===== src/hw/rtl/bss_pkg.sv =====
// Shared types and constants for the beat step scheduler.
`default_nettype none

package bss_pkg;

    // Field widths
    localparam int TIME_W   = 32;
    localparam int MS16_W   = 16;
    localparam int STEPS_W  = 7;
    localparam int CMD_W    = 2;
    localparam int CFG_IDX_W = 2;
    localparam int PROD_W   = MS16_W + STEPS_W;

    // Most steps replayed by one advance
    localparam logic [STEPS_W-1:0] MAX_CATCHUP = 7'd64;

    // Command codes
    localparam logic [CMD_W-1:0] CMD_START    = 2'd0;
    localparam logic [CMD_W-1:0] CMD_INTERVAL = 2'd1;
    localparam logic [CMD_W-1:0] CMD_ADVANCE  = 2'd2;

    // Configuration register indexes
    localparam logic [CFG_IDX_W-1:0] CFG_STEP_PERIOD = 2'd0;
    localparam logic [CFG_IDX_W-1:0] CFG_CATCHUP     = 2'd1;
    localparam logic [CFG_IDX_W-1:0] CFG_AUDIBLE_WIN = 2'd2;
    localparam logic [CFG_IDX_W-1:0] CFG_MIN_GAP     = 2'd3;

    // Configuration reset values
    localparam logic [MS16_W-1:0]  RST_STEP_PERIOD = 16'd50;
    localparam logic [STEPS_W-1:0] RST_CATCHUP     = 7'd8;
    localparam logic [MS16_W-1:0]  RST_AUDIBLE_WIN = 16'd100;
    localparam logic [MS16_W-1:0]  RST_MIN_GAP     = 16'd200;

    // Sequencer states
    typedef enum logic [3:0] {
        ST_IDLE,
        ST_DECODE,
        ST_SET_AT,
        ST_SET_BEAT,
        ST_MUL,
        ST_CLAMP,
        ST_REPHASE,
        ST_CHECK,
        ST_STEP,
        ST_EMIT,
        ST_ACK
    } state_t;

endpackage

`default_nettype wire


===== src/hw/rtl/beat_step_scheduler.sv =====
// Beat step scheduler: command sequencer, step replay loop and result register.
// One request at a time; an advance yields one result per step (at most 64 steps), and every other
// request, or an advance with no whole step, yields a single ack result.
// Reset (rst_n low, asynchronous) clears the sequencer and state, restores defaults.
`default_nettype none

module beat_step_scheduler (
    input  wire logic                          clk,
    input  wire logic                          rst_n,
    // request channel
    input  wire logic                          in_valid,
    output logic                               in_stall,
    input  wire logic [bss_pkg::CMD_W-1:0]     cmd,
    input  wire logic [bss_pkg::TIME_W-1:0]    now_ms,
    input  wire logic [bss_pkg::MS16_W-1:0]    beat_interval_ms,
    // result channel
    output logic                               out_valid,
    input  wire logic                          out_stall,
    output logic                               stepped,
    output logic                               beat,
    output logic                               audible,
    output logic [bss_pkg::TIME_W-1:0]         step_time_ms,
    output logic                               last,
    // configuration write channel
    input  wire logic                          cfg_valid,
    output logic                               cfg_ready,
    input  wire logic [bss_pkg::CFG_IDX_W-1:0] cfg_index,
    input  wire logic [bss_pkg::MS16_W-1:0]    cfg_data
);
    import bss_pkg::*;

    state_t state_reg, state_next;

    // captured request
    logic [CMD_W-1:0]  cmd_reg,  cmd_next;
    logic [TIME_W-1:0] now_reg,  now_next;
    logic [MS16_W-1:0] ivl_reg,  ivl_next;

    // configuration
    logic [MS16_W-1:0]  period_reg;
    logic [STEPS_W-1:0] catchup_reg;
    logic [MS16_W-1:0]  window_reg;
    logic [MS16_W-1:0]  gap_reg;

    // scheduler state
    logic [MS16_W-1:0] interval_reg, interval_next;
    logic [TIME_W-1:0] lst_reg, lst_next;     // last step time
    logic [TIME_W-1:0] lbt_reg, lbt_next;     // last beat time
    logic [TIME_W-1:0] cur_reg, cur_next;     // current time

    // working registers
    logic [TIME_W-1:0] tmp_reg,  tmp_next;    // remaining time or beat anchor
    logic [PROD_W-1:0] prod_reg, prod_next;   // limit * period
    logic [TIME_W-1:0] nb_reg,   nb_next;     // next beat due time

    // result register
    logic              out_valid_reg, out_valid_next;
    logic              stepped_reg, stepped_next;
    logic              beat_reg, beat_next;
    logic              audible_reg, audible_next;
    logic [TIME_W-1:0] time_reg, time_next;
    logic              last_reg, last_next;
    logic              out_load;

    logic              in_acc;
    logic              out_free;
    logic [TIME_W-1:0] diff;
    logic              adv_ok;
    logic [STEPS_W-1:0] limit;
    logic [PROD_W:0]   thresh;
    logic              clamp;
    logic [TIME_W-1:0] period_ext;
    logic              rem_short;
    logic [TIME_W-1:0] at_diff;
    logic              at_later;
    logic [TIME_W-1:0] due_diff;
    logic [TIME_W-1:0] gap_diff;
    logic [TIME_W-1:0] aud_diff;
    logic              fire;

    assign in_stall   = (state_reg != ST_IDLE);
    assign in_acc     = in_valid && !in_stall;
    assign cfg_ready  = 1'b1;
    assign out_free   = !out_valid_reg || !out_stall;
    assign period_ext = {{(TIME_W-MS16_W){1'b0}}, period_reg};

    // advance checks
    assign diff   = now_reg - lst_reg;
    assign adv_ok = (diff != '0) && !diff[TIME_W-1] && (period_reg != '0);
    assign limit  = (catchup_reg < MAX_CATCHUP) ? catchup_reg : MAX_CATCHUP;
    assign thresh = {1'b0, prod_reg} + {{(PROD_W+1-MS16_W){1'b0}}, period_reg};
    assign clamp  = (tmp_reg >= {{(TIME_W-PROD_W-1){1'b0}}, thresh});
    assign rem_short = (tmp_reg < period_ext);

    // restart placement: earliest beat vs now
    assign at_diff  = tmp_reg - now_reg;
    assign at_later = (at_diff != '0) && !at_diff[TIME_W-1];

    // beat decision for the current step
    assign due_diff = lst_reg - nb_reg;
    assign gap_diff = lst_reg - lbt_reg;
    assign aud_diff = cur_reg - lst_reg;
    assign fire = (interval_reg != '0) && !due_diff[TIME_W-1]
                  && (gap_diff >= {{(TIME_W-MS16_W){1'b0}}, gap_reg});

    // next state
    always_comb
    begin
        state_next = state_reg;
        case (state_reg)
            ST_IDLE:
            begin
                if (in_acc)
                begin
                    state_next = ST_DECODE;
                end
            end
            ST_DECODE:
            begin
                case (cmd_reg)
                    CMD_INTERVAL:
                    begin
                        if (ivl_reg != interval_reg && interval_reg == '0 && ivl_reg != '0)
                        begin
                            state_next = ST_SET_AT;
                        end
                        else
                        begin
                            state_next = ST_ACK;
                        end
                    end
                    CMD_ADVANCE:
                    begin
                        state_next = adv_ok ? ST_MUL : ST_ACK;
                    end
                    default:
                    begin
                        state_next = ST_ACK;
                    end
                endcase
            end
            ST_SET_AT:   state_next = ST_SET_BEAT;
            ST_SET_BEAT: state_next = ST_ACK;
            ST_MUL:      state_next = ST_CLAMP;
            ST_CLAMP:    state_next = clamp ? ST_REPHASE : ST_CHECK;
            ST_REPHASE:  state_next = ST_CHECK;
            ST_CHECK:    state_next = rem_short ? ST_ACK : ST_STEP;
            ST_STEP:     state_next = ST_EMIT;
            ST_EMIT:
            begin
                if (out_free)
                begin
                    state_next = rem_short ? ST_IDLE : ST_STEP;
                end
            end
            ST_ACK:
            begin
                if (out_free)
                begin
                    state_next = ST_IDLE;
                end
            end
            default:     state_next = ST_IDLE;
        endcase
    end

    // datapath and result values
    always_comb
    begin
        cmd_next      = cmd_reg;
        now_next      = now_reg;
        ivl_next      = ivl_reg;
        interval_next = interval_reg;
        lst_next      = lst_reg;
        lbt_next      = lbt_reg;
        cur_next      = cur_reg;
        tmp_next      = tmp_reg;
        prod_next     = prod_reg;
        nb_next       = nb_reg;
        out_load      = 1'b0;
        stepped_next  = stepped_reg;
        beat_next     = beat_reg;
        audible_next  = audible_reg;
        time_next     = time_reg;
        last_next     = last_reg;

        case (state_reg)
            ST_IDLE:
            begin
                if (in_acc)
                begin
                    cmd_next = cmd;
                    now_next = now_ms;
                    ivl_next = beat_interval_ms;
                end
            end
            ST_DECODE:
            begin
                case (cmd_reg)
                    CMD_START:
                    begin
                        interval_next = '0;
                        lst_next      = now_reg;
                        lbt_next      = now_reg - {{(TIME_W-MS16_W){1'b0}}, gap_reg};
                        cur_next      = now_reg;
                    end
                    CMD_INTERVAL:
                    begin
                        interval_next = ivl_reg;
                        // earliest restart beat
                        tmp_next = lbt_reg + {{(TIME_W-MS16_W){1'b0}}, gap_reg};
                    end
                    CMD_ADVANCE:
                    begin
                        cur_next = now_reg;
                        tmp_next = diff;
                    end
                    default:
                    begin
                    end
                endcase
            end
            ST_SET_AT:
            begin
                tmp_next = at_later ? tmp_reg : now_reg;
            end
            ST_SET_BEAT:
            begin
                lbt_next = tmp_reg - {{(TIME_W-MS16_W){1'b0}}, ivl_reg};
            end
            ST_MUL:
            begin
                prod_next = {{(PROD_W-STEPS_W){1'b0}}, limit}
                            * {{(PROD_W-MS16_W){1'b0}}, period_reg};
            end
            ST_CLAMP:
            begin
                // skip stale time: keep only limit steps
                if (clamp)
                begin
                    lst_next = now_reg - {{(TIME_W-PROD_W){1'b0}}, prod_reg};
                    tmp_next = {{(TIME_W-PROD_W){1'b0}}, prod_reg};
                end
            end
            ST_REPHASE:
            begin
                if (interval_reg != '0)
                begin
                    lbt_next = lst_reg - {{(TIME_W-MS16_W){1'b0}}, interval_reg};
                end
            end
            ST_STEP:
            begin
                lst_next = lst_reg + period_ext;
                tmp_next = tmp_reg - period_ext;
                nb_next  = lbt_reg + {{(TIME_W-MS16_W){1'b0}}, interval_reg};
            end
            ST_EMIT:
            begin
                if (out_free)
                begin
                    out_load     = 1'b1;
                    stepped_next = 1'b1;
                    beat_next    = fire;
                    audible_next = fire
                                   && (aud_diff <= {{(TIME_W-MS16_W){1'b0}}, window_reg});
                    time_next    = lst_reg;
                    last_next    = rem_short;
                    if (fire)
                    begin
                        lbt_next = lst_reg;
                    end
                end
            end
            ST_ACK:
            begin
                if (out_free)
                begin
                    out_load     = 1'b1;
                    stepped_next = 1'b0;
                    beat_next    = 1'b0;
                    audible_next = 1'b0;
                    time_next    = lst_reg;
                    last_next    = 1'b1;
                end
            end
            default:
            begin
            end
        endcase
    end

    // result valid
    always_comb
    begin
        if (out_load)
        begin
            out_valid_next = 1'b1;
        end
        else if (!out_stall)
        begin
            out_valid_next = 1'b0;
        end
        else
        begin
            out_valid_next = out_valid_reg;
        end
    end

    // control, configuration and scheduler state
    always_ff @(posedge clk or negedge rst_n)
    begin
        if (!rst_n)
        begin
            state_reg     <= ST_IDLE;
            out_valid_reg <= 1'b0;
            period_reg    <= RST_STEP_PERIOD;
            catchup_reg   <= RST_CATCHUP;
            window_reg    <= RST_AUDIBLE_WIN;
            gap_reg       <= RST_MIN_GAP;
            interval_reg  <= '0;
            lst_reg       <= '0;
            lbt_reg       <= '0;
            cur_reg       <= '0;
        end
        else
        begin
            state_reg     <= state_next;
            out_valid_reg <= out_valid_next;
            interval_reg  <= interval_next;
            lst_reg       <= lst_next;
            lbt_reg       <= lbt_next;
            cur_reg       <= cur_next;
            if (cfg_valid && cfg_ready)
            begin
                case (cfg_index)
                    CFG_STEP_PERIOD: period_reg  <= cfg_data;
                    CFG_CATCHUP:     catchup_reg <= cfg_data[STEPS_W-1:0];
                    CFG_AUDIBLE_WIN: window_reg  <= cfg_data;
                    CFG_MIN_GAP:     gap_reg     <= cfg_data;
                    default:
                    begin
                    end
                endcase
            end
        end
    end

    // working and result payload registers
    always_ff @(posedge clk)
    begin
        cmd_reg     <= cmd_next;
        now_reg     <= now_next;
        ivl_reg     <= ivl_next;
        tmp_reg     <= tmp_next;
        prod_reg    <= prod_next;
        nb_reg      <= nb_next;
        stepped_reg <= stepped_next;
        beat_reg    <= beat_next;
        audible_reg <= audible_next;
        time_reg    <= time_next;
        last_reg    <= last_next;
    end

    assign out_valid    = out_valid_reg;
    assign stepped      = stepped_reg;
    assign beat         = beat_reg;
    assign audible      = audible_reg;
    assign step_time_ms = time_reg;
    assign last         = last_reg;

endmodule

`default_nettype wire

===== config.mk =====
export PLATFORM = sky130hd
export DESIGN_NAME = beat_step_scheduler
export DESIGN_NICKNAME = d
export VERILOG_FILES = /design/src/hw/rtl/bss_pkg.sv /design/src/hw/rtl/beat_step_scheduler.sv
export SDC_FILE = /design/constraint.sdc
export NUM_CORES = 2
export LEC_CHECK = 0
export ABC_CLOCK_PERIOD_IN_PS = 13400
export BUFFER_PORTS_ARGS = -buffer_cell sky130_fd_sc_hd__buf_2
export CORE_UTILIZATION = 45
export CTS_CLUSTER_DIAMETER = 40
export DETAILED_ROUTE_END_ITERATION = 12
export GPL_TIMING_DRIVEN = 0
export HOLD_SLACK_MARGIN = 0.12
export PLACE_DENSITY_LB_ADDON = 0.15
export SLEW_MARGIN = 20
export SYNTH_ARGS = -nofsm -noshare
export SYNTH_HDL_FRONTEND = slang
export SYNTH_SLANG_ARGS = --single-unit

===== constraint.sdc =====
create_clock -name clk -period 13.4 [get_ports clk]
set_input_delay 1.34 -clock clk [delete_from_list [all_inputs] [get_ports clk]]
set_output_delay 1.34 -clock clk [all_outputs]
set_load 0.01 [all_outputs]

==> results.md <==
* Run status: finished clean
* Cts bufs inserted at 87
* Clock period minus worst slack at 8.85 ns
* Crit Path Class: flip-flop to flip-flop
* Post-route setup slack at 4.55 ns
* Distinct cells, synth at 86
* PwrDens at 325 nW/µm²
* Main synth FF type: edfxtp_1
* Mapped Area at 35200 µm²
* Worst Tran Pin Value at 1.13 ns
* Number of flops mapped to enable cells by yosys at 173
* Hold Fails Final Rpt at 0
* FFs w/ async S/R, synth at 49.9%
* DR iter-0 viols at 3482
* Slew margin rel. at 23.7%
* Global Route Usage Sum at 35.1%
* Hold Crit Class: flip-flop to flip-flop
* RSZ-0062 raised after global routing: no
* Arrival time worst endpoint at 9.19 ns
* Setup Skew at 0.0704 ns
* Io pins at 112
* Max_cap viols at 0
* Core area at 77500 µm²
* F_max at 0.113 GHz
* Warnings, synthesis at 0
* DR vias at 33.3k
* First drt pass iteration count at 7
* CTS H-tree depth at 3
* DP Area at 37300 µm²
* Routed WL at 140000 µm
* Seq/Total Area, Yosys at 27.0%
* Area Overhead vs Synth at 14.7%
* Worst path required time at 13.74 ns
* CTS Sinks at 345
* Width of the chip at 282 µm
* Hold buffer count at cts at 0
* Vias in the first global route at 32.5k
* Clk_lat worst skew at 0.67 ns
* Post-synth top area cell: edfxtp_1
* Gpl congestion at 0.994
* Commonest non-fill, non-tap cells in the layout: ha_1 (405), inv_1 (386), nand2_1 (323)
* DR WL/cell at 25.7 µm
* GRT Residual Overflow at 0
* CTS clk-pin slew, worst paths at 0.04 ns
* Fin crit share at 66.0%
* Final setup viols at 0
* Post-CTS resize count at 0
* Layout Nets at 4878
* CTS Buffer Depth at 3
* Critical-path top delay cell: o211ai_1
* CTS tree: done
* Leak at 17.6 nW
* FP Rows at 102
* Slowest cell delay on critical path at 0.61 ns
* CP max FO at 22
* Cell area after layout at 40400 µm²
* Vias per cell at 6.14
* Number of routed nets with antenna violations at 0
* Synth area leaders: edfxtp_1 (15%), ha_1 (14%), dfrtp_1 (12%)
* Synthesized flop and latch total at 345
* Post-Synthesis Cells at 4107
* Clk root buf: clkbuf_16
* First-pass GRT wire length at 205000 µm
* Proportion of layout cells with a drive suffix above 1 at 9.45%
* Post-CTS Setup Bufs at 0
* Place WS at 4.63 ns
* Startpoint Class: flip-flop
* CP Capture Type: flip-flop
* Starting Density at 45.5%
* Die area at 79400 µm²
* Mean Syn Cell Area at 8.58 µm²
* Peak supply drop at 0.000133 V
* DRC errors left at 0
* Initial antenna violation count at 4
* Mapped Nets at 4667
* Port Buf Inserts at 110
* Top cell type's share of synthesized area at 14.7%
* Final slew viol count at 0
* Most common cell after layout, fill and taps aside: ha_1
* Sum Neg Setup Slack at 0 ns
* HPWL Detailed at 114000 µm
* Chip Height at 282 µm
* Largest net degree at the start of global routing at 75
[Yosys cell counts (76+ instances only)]
library cell,n
ha_1,405
inv_1,386
nand2_1,323
a21oi_1,311
nor2_1,269
o21ai_0,226
xnor2_1,194
edfxtp_1,173
dfrtp_1,162
nor3_1,140
clkbuf_1,137
a21o_1,111
nand3_1,96
fa_1,82
xor2_1,80
mux2_2,76
[where the power goes]
part	internal (mW)	switching, mW	total, mW
combinational	3.25	5.29	8.54
sequential	1.70	0.674	2.37
clock	1.43	0.761	2.19
total	6.38	6.73	13.1
[routing by layer]
metal  track usage, %  share of wire, %  vias up
met5                0             0.013        -
li1                 -                 -    15460
met2             55.5                44     1446
met4             16.6               5.2        4
met1             46.8                43    16118
met3             5.30               7.9      311
[critical path: cells and delay by family (launching register included)]
| family | cells | cell delay [ns] |
|---|---|---|
| xor+xnor | 1 | 0.13 |
| buf+inv | 4 | 1.24 |
| fa+ha+maj | 2 | 0.80 |
| simple gates | 10 | 2.55 |
| compound gates | 13 | 3.19 |
| flops | 1 | 0.59 |
[final cells by class]
| type | instances | area (µm²) |
|---|---|---|
| Antenna cell | 1 | 2.50 |
| Buffer | 146 | 568 |
| Clock buffer | 97 | 2280 |
| Clock inverter | 67 | 777 |
| Fill cell | 7521 | 37100 |
| Inverter | 388 | 1460 |
| Multi-Input combinational cell | 3228 | 23700 |
| Sequential cell | 345 | 9510 |
| Tap cell | 1040 | 1300 |
| Timing Repair Buffer | 122 | 759 |
[cell families (layout without fill, tap and decap cells)]
family | count (synthesis) | in the layout | share of synthesized area [%]
AO/OA/AOI/OAI | 1169 | 1169 | 21.9
XOR/XNOR | 274 | 274 | 6.81
adder cells (fa/ha/maj) | 487 | 487 | 19.0
buffers and inverters | 534 | 820 | 5.74
flip-flops | 345 | 345 | 27.0
multiplexers | 98 | 98 | 3.08
other | 1 | 2 | 0.0106
AND/OR/NAND/NOR | 1199 | 1199 | 16.4
[final timing paths]
check,from,cells past startpoint,endpoint,slack [ns]
worst max-delay path,period_reg[1],30,tmp_reg[0],4.55
worst min-delay path,lst_reg[31],0,step_time_ms[31],0.47
worst max register to register,period_reg[1],30,tmp_reg[0],4.55
worst min register to register,lst_reg[31],0,step_time_ms[31],0.47
max in group asynchronous,rst_n,3,catchup_reg[3],11.66
min in group asynchronous,rst_n,1,state_reg[0],0.56
[per-stage QoR]
stage	hold slack, ns	std cells	utilization [%]	power (mW)
after floorplan	0.423	4107	-	8.04
after global placement	0.469	5257	47.9	10.6
after detailed placement	0.463	5269	48.2	10.7
after CTS	0.474	5433	52.1	12.9
after global routing	0.478	5433	52.1	14.0
final	0.472	5434	52.1	13.1
(Power assumes the default switching activity.)
